`src/sv/pru_pkg.sv`:
```
// Shared types and constants for the PNG row unfilter.
// No dependencies; every other file in this folder imports this package.
package pru_pkg;

  // Line store geometry and field widths.
  localparam int MAX_COLUMNS = 4096;
  localparam int ADDR_W      = $clog2(MAX_COLUMNS);
  localparam int COL_W       = 13;
  localparam int BYTE_W      = 8;
  localparam int CFG_IDX_W   = 1;

  // Configuration register indexes.
  localparam logic [CFG_IDX_W-1:0] CFG_COLUMNS  = 1'd0;
  localparam logic [CFG_IDX_W-1:0] CFG_PNG_MODE = 1'd1;

  // PNG filter type codes handled here.
  localparam logic [BYTE_W-1:0] FILT_NONE = 8'd0;
  localparam logic [BYTE_W-1:0] FILT_SUB  = 8'd1;
  localparam logic [BYTE_W-1:0] FILT_UP   = 8'd2;

  // What an accepted byte is, as decided at acceptance.
  typedef enum logic [1:0] {
    KIND_PASS   = 2'd0,
    KIND_FILTER = 2'd1,
    KIND_DATA   = 2'd2
  } kind_t;

  // Tag that travels with a byte from the position tracker to reconstruction.
  typedef struct packed {
    kind_t             kind;
    logic [ADDR_W-1:0] idx;
    logic              last;
  } tag_t;

endpackage

```
`src/sv/pru_ctrl.sv`:
```
// Configuration registers and row position tracking at byte acceptance.
// Produces the tag and line store read address per byte; depends on pru_pkg.
module pru_ctrl (
  input  logic                          clk,
  input  logic                          rst_n,
  input  logic                          cfg_wr_en,
  input  logic [pru_pkg::CFG_IDX_W-1:0] cfg_index,
  input  logic [pru_pkg::COL_W-1:0]     cfg_wdata,
  input  logic                          in_fire,
  output pru_pkg::tag_t                 tag
);
  import pru_pkg::*;

  logic [COL_W-1:0] columns_r;
  logic             png_mode_r;
  logic [COL_W-1:0] pos_r, pos_nxt;
  logic [COL_W-1:0] row_len;
  logic [COL_W-1:0] pos_m1;

  // Configuration writes.
  always_ff @(posedge clk) begin
    if (!rst_n) begin
      columns_r  <= COL_W'(1);
      png_mode_r <= 1'b0;
    end else if (cfg_wr_en) begin
      case (cfg_index)
        CFG_COLUMNS:  columns_r  <= cfg_wdata;
        CFG_PNG_MODE: png_mode_r <= cfg_wdata[0];
        default:      ;
      endcase
    end
  end

  // Effective row length: zero means one, larger than the store saturates.
  always_comb begin
    if (columns_r == '0) begin
      row_len = COL_W'(1);
    end else if (columns_r > COL_W'(MAX_COLUMNS)) begin
      row_len = COL_W'(MAX_COLUMNS);
    end else begin
      row_len = columns_r;
    end
  end

  // Classify the byte at the input and work out the next position.
  always_comb begin
    pos_m1   = pos_r - COL_W'(1);
    tag.idx  = pos_m1[ADDR_W-1:0];
    tag.last = 1'b0;
    pos_nxt  = pos_r;
    if (!png_mode_r) begin
      tag.kind = KIND_PASS;
    end else if (pos_r == '0) begin
      tag.kind = KIND_FILTER;
      pos_nxt  = COL_W'(1);
    end else begin
      tag.kind = KIND_DATA;
      tag.last = (pos_r >= row_len);
      pos_nxt  = tag.last ? '0 : pos_r + COL_W'(1);
    end
  end

  // Position counter; zero means the filter-type byte comes next.
  always_ff @(posedge clk) begin
    if (!rst_n) begin
      pos_r <= '0;
    end else if (in_fire) begin
      pos_r <= pos_nxt;
    end
  end

  // The position never runs past the line store.
  a_pos_range: assert property (@(posedge clk) disable iff (!rst_n)
    pos_r <= COL_W'(MAX_COLUMNS))
    else $error("row position beyond line store");

  // The last data byte of a row sends the tracker back to the filter byte.
  a_row_wrap: assert property (@(posedge clk) disable iff (!rst_n)
    in_fire && tag.kind == KIND_DATA && tag.last |=> pos_r == '0)
    else $error("row did not wrap after last byte");

endmodule

```
`config.mk`:
```
export PLATFORM = sky130hd
export DESIGN_NAME = pru_ctrl
export DESIGN_NICKNAME = d
export VERILOG_FILES = /design/src/sv/pru_pkg.sv /design/src/sv/pru_ctrl.sv
export SDC_FILE = /design/constraint.sdc
export NUM_CORES = 1
export LEC_CHECK = 0
export BUFFER_PORTS_ARGS = -buffer_cell sky130_fd_sc_hd__buf_2
export CAP_MARGIN = 30
export CORE_UTILIZATION = 45
export DETAILED_ROUTE_END_ITERATION = 6
export PLACE_DENSITY_LB_ADDON = 0.15
export SLEW_MARGIN = 20
export SYNTH_ARGS = -nofsm -noshare
export SYNTH_HDL_FRONTEND = slang
export SYNTH_SLANG_ARGS = --single-unit
```
`constraint.sdc`:
```
create_clock -name clk -period 6.6 [get_ports clk]
set_input_delay 0.99 -clock clk [delete_from_list [all_inputs] [get_ports clk]]
set_output_delay 0.99 -clock clk [all_outputs]
set_load 0.02 [all_outputs]
```
Word level (Yosys, flattened, before mapping)

Index checks and enable logic that the tools add are counted.
Widths: inputs -> output; s select.

Flip-flop bits (word level): 27
Logic and storage cells: 21
Input bits: 18
Output and inout bits: 15

Reduce and logical (&&, ||, !) cells: 5
Add/sub/neg operators: 2
Multiplexer cells: 8
Order comparisons: 2
Bitwise operators: 1

Operators with widths:

| cell                  | number |
|---|---|
| $mux 13               | 4 |
| $logic_not 13->1      | 2 |
| $add 13x1->13 const B | 1 |
| $ge 13x13->1          | 1 |
| $gt 13x13->1 const B  | 1 |
| $sub 12x1->12 const B | 1 |
| $reduce_and 2->1      | 3 |
| $mux 2                | 2 |
| $mux 1                | 2 |
| $not 1->1             | 1 |

Longest topological paths before layout

Depth after elaboration: 6
Gate-level depth with buffers: 10
Mapped depth without buffers: 9

Least setup slack after synthesis

Ideal clock, no wire load.

Path type: register to output
Start point: register columns_r[12]
End point: output port tag[0] (netlist bit)
Arrival: 2072 ps
Path slack: 3538 ps
Stages on the path, launching flop included: 10
Path buffers: 1
Required time: 5610 ps
Cell sequence: dfxtp_1 -> inv_1 -> clkbuf_1 -> nand2_1 -> ha_1 -> a211oi_1 -> o21ai_1 -> a221oi_1 -> nand2_1 -> and2_1

RTL lines:

| what                   | RTL line       | text |
|---|---|---|
| start, declared        | pru_ctrl.sv:14 | `logic [COL_W-1:0] columns_r;` |
| start signal, assigned | pru_ctrl.sv:27 | `CFG_COLUMNS: columns_r <= cfg_wdata;` |
| end, declared          | pru_ctrl.sv:10 | `output pru_pkg::tag_t tag` |

==> flow_metrics.tcl <==
set metrics [dict create \
    status "complete, no violations" \
    final_common_cell "nand2_1" \
    async_flop_share_pct 0 \
    row_count 23 \
    tightest_slew_ns 0.9138 \
    grt_usage_pct 18.54 \
    power_density_nw_per_um2 153.0 \
    grt_use_met2_pct 28.32 \
    synth_area_um2 1866 \
    worst-r2r-setup-slack_ns 3.81 \
    grt_overflow 0 \
    gr-usage-met3_pct 4.138 \
    fin_hold_ws_ns 0.4803 \
    hp-start "columns_r[9]$_SDFFE_PN0P_" \
    syn_nets 277 \
    syn_avg_cell_area_um2 7.677 \
    drtAntennaViolNets 0 \
    rr_startpoint "columns_r[4]$_SDFFE_PN0P_" \
    diodes 0 \
    drive_gt1_share_pct 16.54 \
    dp_hpwl_mm 3.080 \
    synth_edf_count 0 \
    n_fill_cell 431 \
    hold_viol 0 \
    final_area_um2 2066 \
    drc_errors 0 \
    clk_pin_slew_worst_paths_ns 0.10 \
    rr_worst_depth 9 \
    top_usage_layer "met2" \
    clock-sinks 27 \
    area_delta_synth_final_pct 10.73 \
    grt_setup_unrepaired "no" \
    setup_viol 0 \
    clockBufferDepth 2 \
    port_buffers 32 \
    ir_drop_v 0.00008967 \
    cp-end-kind "output pin" \
    critical_path.max_fanout 3 \
    hold_depth 2 \
    final_cell_mix "nand2_1 (65), buf_2 (32), dfxtp_1 (27), a21oi_1 (17), ha_1 (16)" \
    arrival_ns 2.61 \
    ys.flop_type "dfxtp_1" \
    final_max_slew_viol_count 0 \
    die_area_um2 4407 \
    p_leak_nw 0.8202 \
    grt_pass1_wl_mm 6.313 \
    grt_use_met1_pct 26.64 \
    cts_setup_buffers 0 \
    first_pass_iters 4 \
    yosys.area_share.xor_xnor_pct 4.225 \
    post-route-util_pct 51.64 \
    vias 1724 \
    min_to "columns_r[9]$_SDFFE_PN0P_" \
    cts-hold-fix-buffers 0 \
    period_minus_slack_ns 3.600 \
    hp-class "register to register" \
    core_area_um2 4000 \
    muxShareOfSynthArea_pct 2.146 \
    multi_input_area_um2 1219 \
    antenna_found_initial 0 \
    placement.cell_area_um2 2012 \
    grt_max_degree 18 \
    syn_inst 243 \
    h-tree-depth 1 \
    place_congestion 0.7465 \
    reg2reg_to "pos_r[6]$_SDFFE_PN0P_" \
    fin_skew_ns 0.002948 \
    die_y_um 66.39 \
    synth_cell_types 42 \
    setup_ws_ns 3.000 \
    place_ws_ns 3.299 \
    synth_seq_area_share_pct 28.97 \
    worstSetupStartpointType "register" \
    start_util_pct 46.64 \
    maxCapViolations 0 \
    cts_buffers 3 \
    totalWireLength_mm 4.076 \
    synthAdderAreaFrac_pct 10.73 \
    viasPerCell 5.456 \
    cts_root_buf "clkbuf_8" \
    wl_per_cell_um 12.90 \
    fin_setup_tns_ns 0 \
    die_w_um 66.39 \
    synth_compound_area_share_pct 17.97 \
    crit_type "register to output pin" \
    timing.fmax_ghz 0.2778 \
    finalCritPeriodShare_pct 54.55 \
    synthSimpleGateAreaFrac_pct 30.25 \
    crit_required_ns 5.61 \
    synth_seq_cells 27 \
    synth_top_family_by_area "simple AND/OR/NAND/NOR gates" \
    ios 33 \
    post_cts_resize_count 0 \
    slew_headroom_pct 39.08 \
    grt_pass1_vias 1353 \
    dr.first_iter.drc_count 99 \
    fin_nets 301 \
    ys_warn_count 0 \
    cts_tree "yes" \
    regArea_um2 540.5 \
    clock_latency_ns 0.28 \
]
-- per-layer routing --
metal / share of wire [%] / vias up
met5: 0 / -
met4: 0.66 / 0
met3: 3.1 / 4
met2: 44 / 25
met1: 52 / 793
li1: - / 902
-- stage by stage --
step	power (W)	instances
after CTS	0.0003180	315
after global placement	0.0002217	311
after detailed placement	0.0002221	311
after floorplan	0.0002071	243
final	0.0003160	316
after global routing	0.0003338	316
-- area by class of cell --
type | count | share of cell area [%]
Inverter | 8 | 1.454
Clock buffer | 3 | 1.999
Sequential cell | 27 | 26.17
Clock inverter | 1 | 0.2423
Multi-Input combinational cell | 194 | 58.99
Tap cell | 50 | 3.028
Timing Repair Buffer | 33 | 8.116
-- worst max-delay path: stages, from the launching register on --
cell	delay, ns
dfxtp_1	0.34
nor4_1	0.33
a31oi_1	0.13
nor2_1	0.11
ha_1	0.23
nor3b_1	0.19
o21ai_1	0.15
a221oi_1	0.41
nand2_1	0.13
and2_1	0.17
buf_2	0.15
-- logic make-up (layout without fill, tap and decap cells) --
group | Yosys count | in the layout
AO/OA/AOI/OAI | 47 | 47
XOR/XNOR | 9 | 9
adder cells (fa/ha/maj) | 16 | 16
buffers and inverters | 22 | 45
flip-flops | 27 | 27
multiplexers | 4 | 4
AND/OR/NAND/NOR | 118 | 118
-- Yosys cell counts (all sizes together) (2+ instances only) --
cell type | number | area (um2)
nor2b | 2 | 12.51
ha | 16 | 200.2
buf | 8 | 52.55
xor2 | 4 | 35.03
mux2i | 4 | 40.04
nor4 | 4 | 25.02
nand4b | 2 | 17.52
inv | 8 | 30.03
xnor2 | 5 | 43.79
o21ai | 7 | 35.03
and3 | 2 | 12.51
a21oi | 17 | 85.08
or4 | 2 | 18.77
nand4 | 2 | 12.51
nand2 | 65 | 244.0
nor2 | 7 | 26.28
a21o | 2 | 15.01
a221oi | 3 | 32.53
dfxtp | 27 | 540.5
nor3 | 6 | 30.03
o21a | 2 | 15.01
o211ai | 4 | 45.05
a31oi | 7 | 43.79
nor3b | 3 | 22.52
and2 | 2 | 12.51
and4 | 3 | 26.28
clkbuf | 6 | 23.77
nand3 | 15 | 75.07
-- how the worst max path moves through the flow --
stage	start	slack (ns)	end	depth (start not counted)
3_3_place_gp	columns_r[4]$_SDFFE_PN0P_	3.39	tag[0]	10
2_1_floorplan	columns_r[12]$_SDFFE_PN0P_	3.54	tag[0]	9
6_report	columns_r[4]$_SDFFE_PN0P_	3.00	tag[0]	10
5_1_grt	columns_r[4]$_SDFFE_PN0P_	2.76	tag[0]	10
4_1_cts	columns_r[4]$_SDFFE_PN0P_	2.99	tag[0]	10
3_5_place_dp	columns_r[4]$_SDFFE_PN0P_	3.30	tag[0]	10
-- report_power, final --
part,internal [W],switching (W)
Combinational,0.0000192,0.0000283
Sequential,0.000167,0.00000351
Clock,0.0000425,0.0000554
-- registers in the layout, indices dropped and copies added (netlist names) --
name	flops
pos_r	13
png_mode_r	1
columns_r	13
No activity file was read; power rests on OpenSTA's default activity.
