**config.mk**
```make
export PLATFORM = sky130hd
export DESIGN_NAME = pru_recon
export DESIGN_NICKNAME = d
export VERILOG_FILES = /design/src/sv/pru_pkg.sv /design/src/sv/pru_recon.sv
export SDC_FILE = /design/constraint.sdc
export NUM_CORES = 1
export LEC_CHECK = 0
export ABC_AREA = 1
export BUFFER_PORTS_ARGS = -buffer_cell sky130_fd_sc_hd__buf_2
export CAP_MARGIN = 20
export CORE_MARGIN = 2
export CORE_UTILIZATION = 58
export CTS_CLUSTER_SIZE = 25
export DETAILED_ROUTE_END_ITERATION = 10
export PLACE_DENSITY_LB_ADDON = 0.1
export SYNTH_ARGS = -nofsm -noshare
export SYNTH_HDL_FRONTEND = slang
export SYNTH_SLANG_ARGS = --single-unit
```
**constraint.sdc**
```tcl
create_clock -name clk -period 3.1 [get_ports clk]
set_input_delay 0.31 -clock clk [delete_from_list [all_inputs] [get_ports clk]]
set_output_delay 0.31 -clock clk [all_outputs]
set_load 0.005 [all_outputs]
```
**src/sv/pru_pkg.sv**
```systemverilog
// Shared types and constants for the PNG row unfilter.
// No dependencies; every other file in this folder imports this package.
package pru_pkg;

  // Line store geometry and field widths.
  localparam int MAX_COLUMNS = 4096;
  localparam int ADDR_W      = $clog2(MAX_COLUMNS);
  localparam int COL_W       = 13;
  localparam int BYTE_W      = 8;
  localparam int CFG_IDX_W   = 1;

  // Configuration register indexes.
  localparam logic [CFG_IDX_W-1:0] CFG_COLUMNS  = 1'd0;
  localparam logic [CFG_IDX_W-1:0] CFG_PNG_MODE = 1'd1;

  // PNG filter type codes handled here.
  localparam logic [BYTE_W-1:0] FILT_NONE = 8'd0;
  localparam logic [BYTE_W-1:0] FILT_SUB  = 8'd1;
  localparam logic [BYTE_W-1:0] FILT_UP   = 8'd2;

  // What an accepted byte is, as decided at acceptance.
  typedef enum logic [1:0] {
    KIND_PASS   = 2'd0,
    KIND_FILTER = 2'd1,
    KIND_DATA   = 2'd2
  } kind_t;

  // Tag that travels with a byte from the position tracker to reconstruction.
  typedef struct packed {
    kind_t             kind;
    logic [ADDR_W-1:0] idx;
    logic              last;
  } tag_t;

endpackage

```
**src/sv/pru_recon.sv**
```systemverilog
// Reconstruction stage and result register with the valid/stall handshake.
// Applies None, Sub and Up, updates row state and writes the line store; uses pru_pkg.
module pru_recon (
  input  logic                        clk,
  input  logic                        rst_n,
  input  logic                        in_valid,
  output logic                        in_stall,
  input  logic [pru_pkg::BYTE_W-1:0]  in_byte,
  input  pru_pkg::tag_t               in_tag,
  input  logic [pru_pkg::BYTE_W-1:0]  prior_byte,
  output logic                        wr_en,
  output logic [pru_pkg::ADDR_W-1:0]  wr_addr,
  output logic [pru_pkg::BYTE_W-1:0]  wr_data,
  output logic                        out_valid,
  input  logic                        out_stall,
  output logic [pru_pkg::BYTE_W-1:0]  out_byte,
  output logic                        out_row_last,
  output logic                        out_bad_filter
);
  import pru_pkg::*;

  logic              s1_v_r;
  logic [BYTE_W-1:0] s1_byte_r;
  tag_t              s1_tag_r;
  logic [BYTE_W-1:0] row_filter_r;
  logic [BYTE_W-1:0] left_r;
  logic              first_row_r;
  logic              out_v_r;
  logic [BYTE_W-1:0] out_byte_r;
  logic              out_last_r;
  logic              out_bad_r;

  logic              in_fire;
  logic              s1_emit;
  logic              s1_go;
  logic              out_free;
  logic [BYTE_W-1:0] recon;
  logic              bad;

  // Handshake: the stage moves on when its result has room or it makes none.
  assign out_free = !out_v_r || !out_stall;
  assign s1_emit  = (s1_tag_r.kind != KIND_FILTER);
  assign s1_go    = s1_v_r && (!s1_emit || out_free);
  assign in_stall = s1_v_r && !s1_go;
  assign in_fire  = in_valid && !in_stall;

  // Input register; the line store read was issued at the same edge.
  always_ff @(posedge clk) begin
    if (!rst_n) begin
      s1_v_r <= 1'b0;
    end else if (in_fire) begin
      s1_v_r <= 1'b1;
    end else if (s1_go) begin
      s1_v_r <= 1'b0;
    end
  end

  always_ff @(posedge clk) begin
    if (in_fire) begin
      s1_byte_r <= in_byte;
      s1_tag_r  <= in_tag;
    end
  end

  // Undo the row filter, modulo 256.
  always_comb begin
    bad = 1'b0;
    case (row_filter_r)
      FILT_NONE: recon = s1_byte_r;
      FILT_SUB:  recon = s1_byte_r + left_r;
      FILT_UP:   recon = first_row_r ? s1_byte_r : s1_byte_r + prior_byte;
      default: begin
        recon = s1_byte_r;
        bad   = 1'b1;
      end
    endcase
  end

  // Store the reconstructed data byte for the next row.
  assign wr_en   = s1_go && (s1_tag_r.kind == KIND_DATA);
  assign wr_addr = s1_tag_r.idx;
  assign wr_data = recon;

  // Row state: filter type, left neighbor and first-row flag.
  always_ff @(posedge clk) begin
    if (!rst_n) begin
      row_filter_r <= FILT_NONE;
      left_r       <= '0;
      first_row_r  <= 1'b1;
    end else if (s1_go) begin
      case (s1_tag_r.kind)
        KIND_FILTER: begin
          row_filter_r <= s1_byte_r;
          left_r       <= '0;
        end
        KIND_DATA: begin
          left_r <= recon;
          if (s1_tag_r.last) begin
            first_row_r <= 1'b0;
          end
        end
        default: ;
      endcase
    end
  end

  // Result register.
  always_ff @(posedge clk) begin
    if (!rst_n) begin
      out_v_r <= 1'b0;
    end else if (s1_go && s1_emit) begin
      out_v_r <= 1'b1;
    end else if (!out_stall) begin
      out_v_r <= 1'b0;
    end
  end

  always_ff @(posedge clk) begin
    if (s1_go && s1_emit) begin
      if (s1_tag_r.kind == KIND_DATA) begin
        out_byte_r <= recon;
        out_last_r <= s1_tag_r.last;
        out_bad_r  <= bad;
      end else begin
        out_byte_r <= s1_byte_r;
        out_last_r <= 1'b0;
        out_bad_r  <= 1'b0;
      end
    end
  end

  assign out_valid      = out_v_r;
  assign out_byte       = out_byte_r;
  assign out_row_last   = out_last_r;
  assign out_bad_filter = out_bad_r;

  // A byte held in the stage keeps its contents until it moves on.
  a_s1_hold: assert property (@(posedge clk) disable iff (!rst_n)
    s1_v_r && !s1_go |=> s1_v_r && $stable(s1_byte_r) && $stable(s1_tag_r))
    else $error("stage contents changed while held");

  // A filter-type byte starts the row with a zero left neighbor.
  a_left_clear: assert property (@(posedge clk) disable iff (!rst_n)
    s1_go && s1_tag_r.kind == KIND_FILTER |=> left_r == '0)
    else $error("left byte not cleared at row start");

  // A filter-type byte never produces a result.
  a_filter_silent: assert property (@(posedge clk) disable iff (!rst_n)
    s1_go && s1_tag_r.kind == KIND_FILTER && !out_v_r |=> !out_v_r)
    else $error("filter byte produced a result");

endmodule

```
======== Yosys cells after proc, flatten, opt, wreduce, memory -nomap -nowiden ========
Index checks and enable logic that the tools add are counted.
storage, ports and cells
  flip-flop bits (word level) ............. 52
  bits of input ports ..................... 35
  output and inout bits ................... 33
  logic and storage cells ................. 48
operators by class
  add/sub/neg operators ................... 2
  eq/ne operators ......................... 6
  muxes and demuxes ....................... 9
  reductions and logical operators ........ 19
operators by type and width
  cell                  count
  $pmux W8 S2           2
  $add A8 B8 Y8         2
  $mux W8               2
  $eq A8 B1 Y1 const B  1
  $eq A8 B2 Y1 const B  1
  $logic_not A8 Y1      1
  $logic_and A1 B1 Y1   5
  $logic_not A1 Y1      5
  $mux W1               5
  $ne A2 B1 Y1 const B  2
  $reduce_and A2 Y1     2
  $reduce_bool A2 Y1    2
  $reduce_and A3 Y1     1
  $reduce_or A3 Y1      1
  $eq A2 B1 Y1 const B  1
  $eq A2 B2 Y1 const B  1
  $logic_or A1 B1 Y1    2

======== Depth between registers and ports, before layout ========
  depth after elaboration ................. 9
  depth in mapped cells ................... 12

======== Worst setup path before layout ========
Ideal clock, no wire load.
  kind .................................... register to register
  start point ............................. reg s1_byte_r[0]
  end point ............................... reg out_byte_r[4], in the netlist out_byte[4] (data pin)
  data arrival time ....................... 1.614 ns
  data required time ...................... 2.844 ns
  setup slack ............................. 1.230 ns
  stages on the path, launching flop included .. 9
  buffers on the path ..................... 0
  clock period less this slack ............ 1.870 ns
  cells stage by stage .................... edfxtp_1 -> ha_1 -> fa_1 -> a31oi_1 -> nand2_1 -> nand3_1 -> nand3_2 -> nand2_2 -> o21ai_2
between the ends
  cells in the longest elaborated chain, start to end .. 4
  elaborated cells on any way between the ends .. 5
  those cells by class .................... add/sub (2); mux (3)
RTL lines
  what                    line              text
  start, declared         pru_recon.sv:23   logic [BYTE_W-1:0] s1_byte_r;
  start signal, assigned  pru_recon.sv:60   s1_byte_r <= in_byte;
  $add A8 B8 Y8           pru_recon.sv:71   FILT_UP: recon = first_row_r ? s1_byte_r : s1_byte_r + prior_byte;
  $mux W8                 pru_recon.sv:71
  $pmux W8 S2 (*)         pru_recon.sv:68   case (row_filter_r)
  via wr_data, one bit    pru_recon.sv:13   output logic [pru_pkg::BYTE_W-1:0] wr_data,
  $mux W8 (*)             pru_recon.sv:120  if (s1_tag_r.kind == KIND_DATA) begin
  end signal, assigned    pru_recon.sv:121  out_byte_r <= recon;
  end signal, assigned    pru_recon.sv:125  out_byte_r <= s1_byte_r;
  end, declared           pru_recon.sv:29   logic [BYTE_W-1:0] out_byte_r;
The timed path passes the listed nets; every way through them passes the cells marked *.
A chain may end at the register's enable or synchronous reset.

======== Final worst setup path ========
  start point ............................. reg s1_byte_r[0]
  end point ............................... out wr_data[4] in the netlist's numbering
between the ends
  cells in the longest elaborated chain, start to end .. 3
  elaborated cells on any way between the ends .. 4
  those cells by class .................... add/sub (2); mux (2)
RTL lines
  what             line
  $add A8 B8 Y8    pru_recon.sv:71
  $mux W8          pru_recon.sv:71
  $pmux W8 S2 (*)  pru_recon.sv:68
  end, declared    pru_recon.sv:13
Mark *: on every way between the ends. The rest lies on a longest branch, timed or not.

==> results <==
- After legalization and detailed placement, the total HPWL measured 4.597 mm.
- Setup repair after global routing left no endpoint under its margin.
- The number of nets handed over by synthesis was 385.
- After technology mapping, the gate count stands at 332.
- The total of cells resized after clock tree synthesis is 0.
- After synthesis, the netlist uses 33 different library cells.
- For this run, the total global-route usage over all layers was measured as 0.2324.
- The initial cell density of the core is 0.6110.
- Dividing the final minimum period by the clock period gives 0.7993.
- The number of antenna cells inserted is 0.
- In this run the worst setup path terminates at wr_data[4].
- The number of hold-slack violations in the final timing report is 0.
- The leakage power is 1.606 nW.
- The largest area contributor in the netlist is sky130_fd_sc_hd__edfxtp_1.
- The critical setup path kind is reg -> out.
- The slowest library cell on the worst path is sky130_fd_sc_hd__edfxtp_1.
- The first-pass detailed-route iteration total is 4.
- TritonCTS built the clock tree.
- The start point of the critical path is s1_byte_r[0].
- Once the clock tree was built, the setup fixing pass inserted 0 buffers.
- The starting DRC count in detailed routing is 139.
- The clock edge transition at the registers on the reported setup and hold paths is 0.09 ns.
- Along the worst hold path, the cell count comes to 1.
- The run finished with clean final reports.
- The slew at the pin closest to its max-slew limit is 0.8515 ns.
- Entering global routing, the biggest net connects 24 pins.
- For this run, the top clock speed supported by timing is 403.6 MHz.
- The number of antenna violations at the first check in global routing is 0.
- By area the synthesized netlist is led by sky130_fd_sc_hd__edfxtp_1 (34%), sky130_fd_sc_hd__dfxtp_1 (13%), sky130_fd_sc_hd__nand2_1 (9.9%).
- The fraction of layout cells with a size suffix above 1 is 0.2737.
- The number of enable flip-flop cells after synthesis is 33.
- The worst setup path is captured at a primary output.
- In this run the critical register-to-register path is captured at out_byte[4].
- The critical path crosses 10 cells after its start point.
- The post-placement setup slack is 1.001 ns.
- The mapped netlist covers 2924 um2.
- At the end of the flow, the number of nets in the layout was 443.
- The quantity of I/O buffers inserted on ports is 67.
- In the final routed layout, each cell accounts on average for 12.90 um.
- The number of maximum-capacitance constraint violations is 0.
- The async set-reset flop share out of synthesis is 0.
- The die outline area is 5626 um2.
- From bottom edge to top edge, the die measures 75.01 um.
- The xor and xnor area share after synthesis is 0.01198.
- The critical path contains buffers and inverters numbering 2 combined.
- The count of final max-slew check failures is 0.
- The end-of-flow core utilization is 0.6949.
- The total number of vias is 2,302.
- The least setup slack across all paths after layout is 0.6223 ns.
- The overall overflow remaining after global route is 0.
- Data on the critical path is required at its endpoint by 2.79 ns.
- The shortest clock period the worst path allows after layout is 2.478 ns.
- Counting the buffers created by CTS gives 5.
- The arrival time of data at the critical path endpoint is 2.17 ns.
- Measured against the total synthesized area, the mux share comes to 0.
- The clock passes through at most 2 buffers.
- The synthesized area divided by synthesized cell count is 8.807 um2.
- For this design the top-level I/O count stands at 68.
- The synthesis-stage register bit count is 52.
- The cell sitting at the root of the clock tree is a sky130_fd_sc_hd__clkbuf_8.
- The total area inside the core boundary comes to 4786 um2.
- The area fraction in compound gates after synthesis came to 0.1040.
- The delay of the slowest critical-path stage is 0.45 ns.
- The Yosys step of the flow raised 0 warnings.
- The combinational family with the most area after synthesis is simple AND/OR/NAND/NOR gates.
- The worst-case headroom to the max-slew limit is 0.4317.
- Of the post-synthesis cell area, the dominant cell type holds 0.3389.
- The reg2reg setup slack is 1.00 ns.
- The classification of the worst-slack hold path is in -> reg.
- The relative area change from synthesis to final layout is 13.74%.
- The number of rows created at floorplan is 25.
- In this run the number of H-tree levels came out at 2.
- The wire length of the first global-routing pass is 9.646 mm.
- The worst-path maximum fanout is 5.
- The area fraction in and, or, nand and nor cells after synthesis is 0.2302.
- The clock drives 52 sinks.
- The most used flip-flop cell after synthesis is sky130_fd_sc_hd__edfxtp_1.
- The hold-fix buffer count after cts is 0.
- For this design the ratio of total power to cell area is 433.6 nW/um2.
- The worst register-to-register path has a depth of 11.
- The signal on the critical path passes through ha_1 -> inv_1 -> fa_1 -> nor2_1 -> nor2_1 -> nand2_1 -> nand3_1 -> nand3_1 -> nand3_2 -> buf_2.
- The cell class contributing the biggest share of worst-path delay is adder cells.
- For the final routed database, the setup TNS stands at 0 ns.
- The residual antenna-violating net count after detailed routing is 0.
- The number of global-route vias before repair was 2,193.
- The arithmetic-cell share of the synthesized area counting full adders, half adders and majority gates is 0.08216.
- The critical path launch point type is a flop.
- The total DRC errors in the routed layout is 0.
- The routability congestion estimate is 0.8973.
- The sequential fraction of the synthesis area is 0.4690.
- The total wire length is 5.909 mm.
- The final setup violation count is 0.
- The via density per instance is 5.026.
- The die span in x is 75.01 um.
- The startpoint identified for the worst register-to-register timing path is s1_byte_r[0].
- The highest ir drop seen on vdd is 0.3583 mV.
- The clock tree skew after final layout is 0.002119 ns.
- The clock reaches the later pin of the worst-skew pair after 0.31 ns.
## routing by layer
layer / GRT usage / wire length (um) / up-vias
li1: - / - / 1201
met1: 0.2913 / 2564 / 1018
met2: 0.3928 / 2789 / 78
met3: 0.05890 / 493 / 5
met4: 0.07738 / 62 / 0
met5: 0 / 0 / -
## synth_stat cells, types with 2 or more instances
library cell               number
sky130_fd_sc_hd__a21oi_1       18
sky130_fd_sc_hd__a21oi_2        4
sky130_fd_sc_hd__buf_2          2
sky130_fd_sc_hd__buf_4         14
sky130_fd_sc_hd__dfxtp_1       19
sky130_fd_sc_hd__edfxtp_1      33
sky130_fd_sc_hd__fa_1           2
sky130_fd_sc_hd__ha_1          16
sky130_fd_sc_hd__inv_1         45
sky130_fd_sc_hd__nand2_1       77
sky130_fd_sc_hd__nand2_2        5
sky130_fd_sc_hd__nand3_1       22
sky130_fd_sc_hd__nand3_2        9
sky130_fd_sc_hd__nand3b_1       3
sky130_fd_sc_hd__nand4_1        3
sky130_fd_sc_hd__nor2_1        14
sky130_fd_sc_hd__nor2_2         2
sky130_fd_sc_hd__o21ai_0       20
sky130_fd_sc_hd__o21ai_1        3
sky130_fd_sc_hd__o21ai_2        4
sky130_fd_sc_hd__or2_2          3
sky130_fd_sc_hd__xor2_1         3
## power by group
group	switching [W]	leakage, nW	internal (W)
registers	0.0000215	0.474	0.000776
logic	0.000152	1.09	0.000105
clock network	0.000226	0.0447	0.000161
total	0.000400	1.61	0.00104
## state kept, by name, indices dropped and copies added, names as in the netlist
register        flops
first_row_r         1
left_r              8
out_bad_filter      1
out_byte            8
out_row_last        1
out_valid           1
row_filter_r        8
s1_byte_r           8
s1_tag_r            3
s1_v_r              1
wr_addr            12
## kinds of logic after synthesis
kind of cell	count (synthesis)
buf+inv	65
fa+ha+maj	18
compound gates	53
simple gates	140
flops	52
xor+xnor	4
## worst min path at each step
stage                          startpoint         endpoint  slack [ns]
after floorplan                in_byte[0]     s1_byte_r[0]        0.41
after global placement    row_filter_r[1]  row_filter_r[1]        0.46
after detailed placement  row_filter_r[1]  row_filter_r[1]        0.47
final                           in_tag[4]       wr_addr[3]        0.17
after global routing            in_tag[2]       wr_addr[1]        0.16
after CTS                       in_tag[4]       wr_addr[3]        0.16
## cells in the final DEF (no fill, tap or decap), types with 5 or more instances in the layout
master                     instances
sky130_fd_sc_hd__a21oi_1          18
sky130_fd_sc_hd__buf_2            67
sky130_fd_sc_hd__clkbuf_8          5
sky130_fd_sc_hd__dfxtp_1          19
sky130_fd_sc_hd__edfxtp_1         33
sky130_fd_sc_hd__ha_1             16
sky130_fd_sc_hd__inv_1            45
sky130_fd_sc_hd__nand2_1          77
sky130_fd_sc_hd__nand2_2           5
sky130_fd_sc_hd__nand3_1          22
sky130_fd_sc_hd__nand3_2           9
sky130_fd_sc_hd__nor2_1           14
sky130_fd_sc_hd__o21ai_0          20
## through the flow
stage / hold WS (ns) / instance area [um2] / cells / power (W)
global route: 0.1550 / 3326 / 458 / 0.001517
finish: 0.1703 / 3326 / 458 / 0.001442
detailed placement: 0.4678 / 3234 / 450 / 0.001069
CTS: 0.1612 / 3326 / 458 / 0.001456
floorplan: 0.4089 / 2924 / 332 / 0.0009908
global placement: 0.4573 / 3234 / 450 / 0.001061
## worst register-to-register path, stage by stage, from the launching register on
cell and delay (ns):
sky130_fd_sc_hd__edfxtp_1 0.45, sky130_fd_sc_hd__ha_1 0.23, sky130_fd_sc_hd__inv_1 0.07, sky130_fd_sc_hd__fa_1 0.43, sky130_fd_sc_hd__nor2_1 0.17, sky130_fd_sc_hd__nor2_1 0.06
sky130_fd_sc_hd__nand2_1 0.05, sky130_fd_sc_hd__nand3_1 0.08, sky130_fd_sc_hd__nand3_1 0.09, sky130_fd_sc_hd__nand3_2 0.10, sky130_fd_sc_hd__nand2_2 0.09, sky130_fd_sc_hd__o21ai_2 0.05
## area by class of cell
class                           count  area [um2]
Sequential cell                    52        1371
Timing Repair Buffer               69       350.3
Clock buffer                        5       68.82
Multi-Input combinational cell    215        1252
Inverter                           47       176.4
Clock inverter                      3       22.52
Fill cell                         396        1460
Tap cell                           67       83.83
No activity file was read; power rests on OpenSTA's default activity.
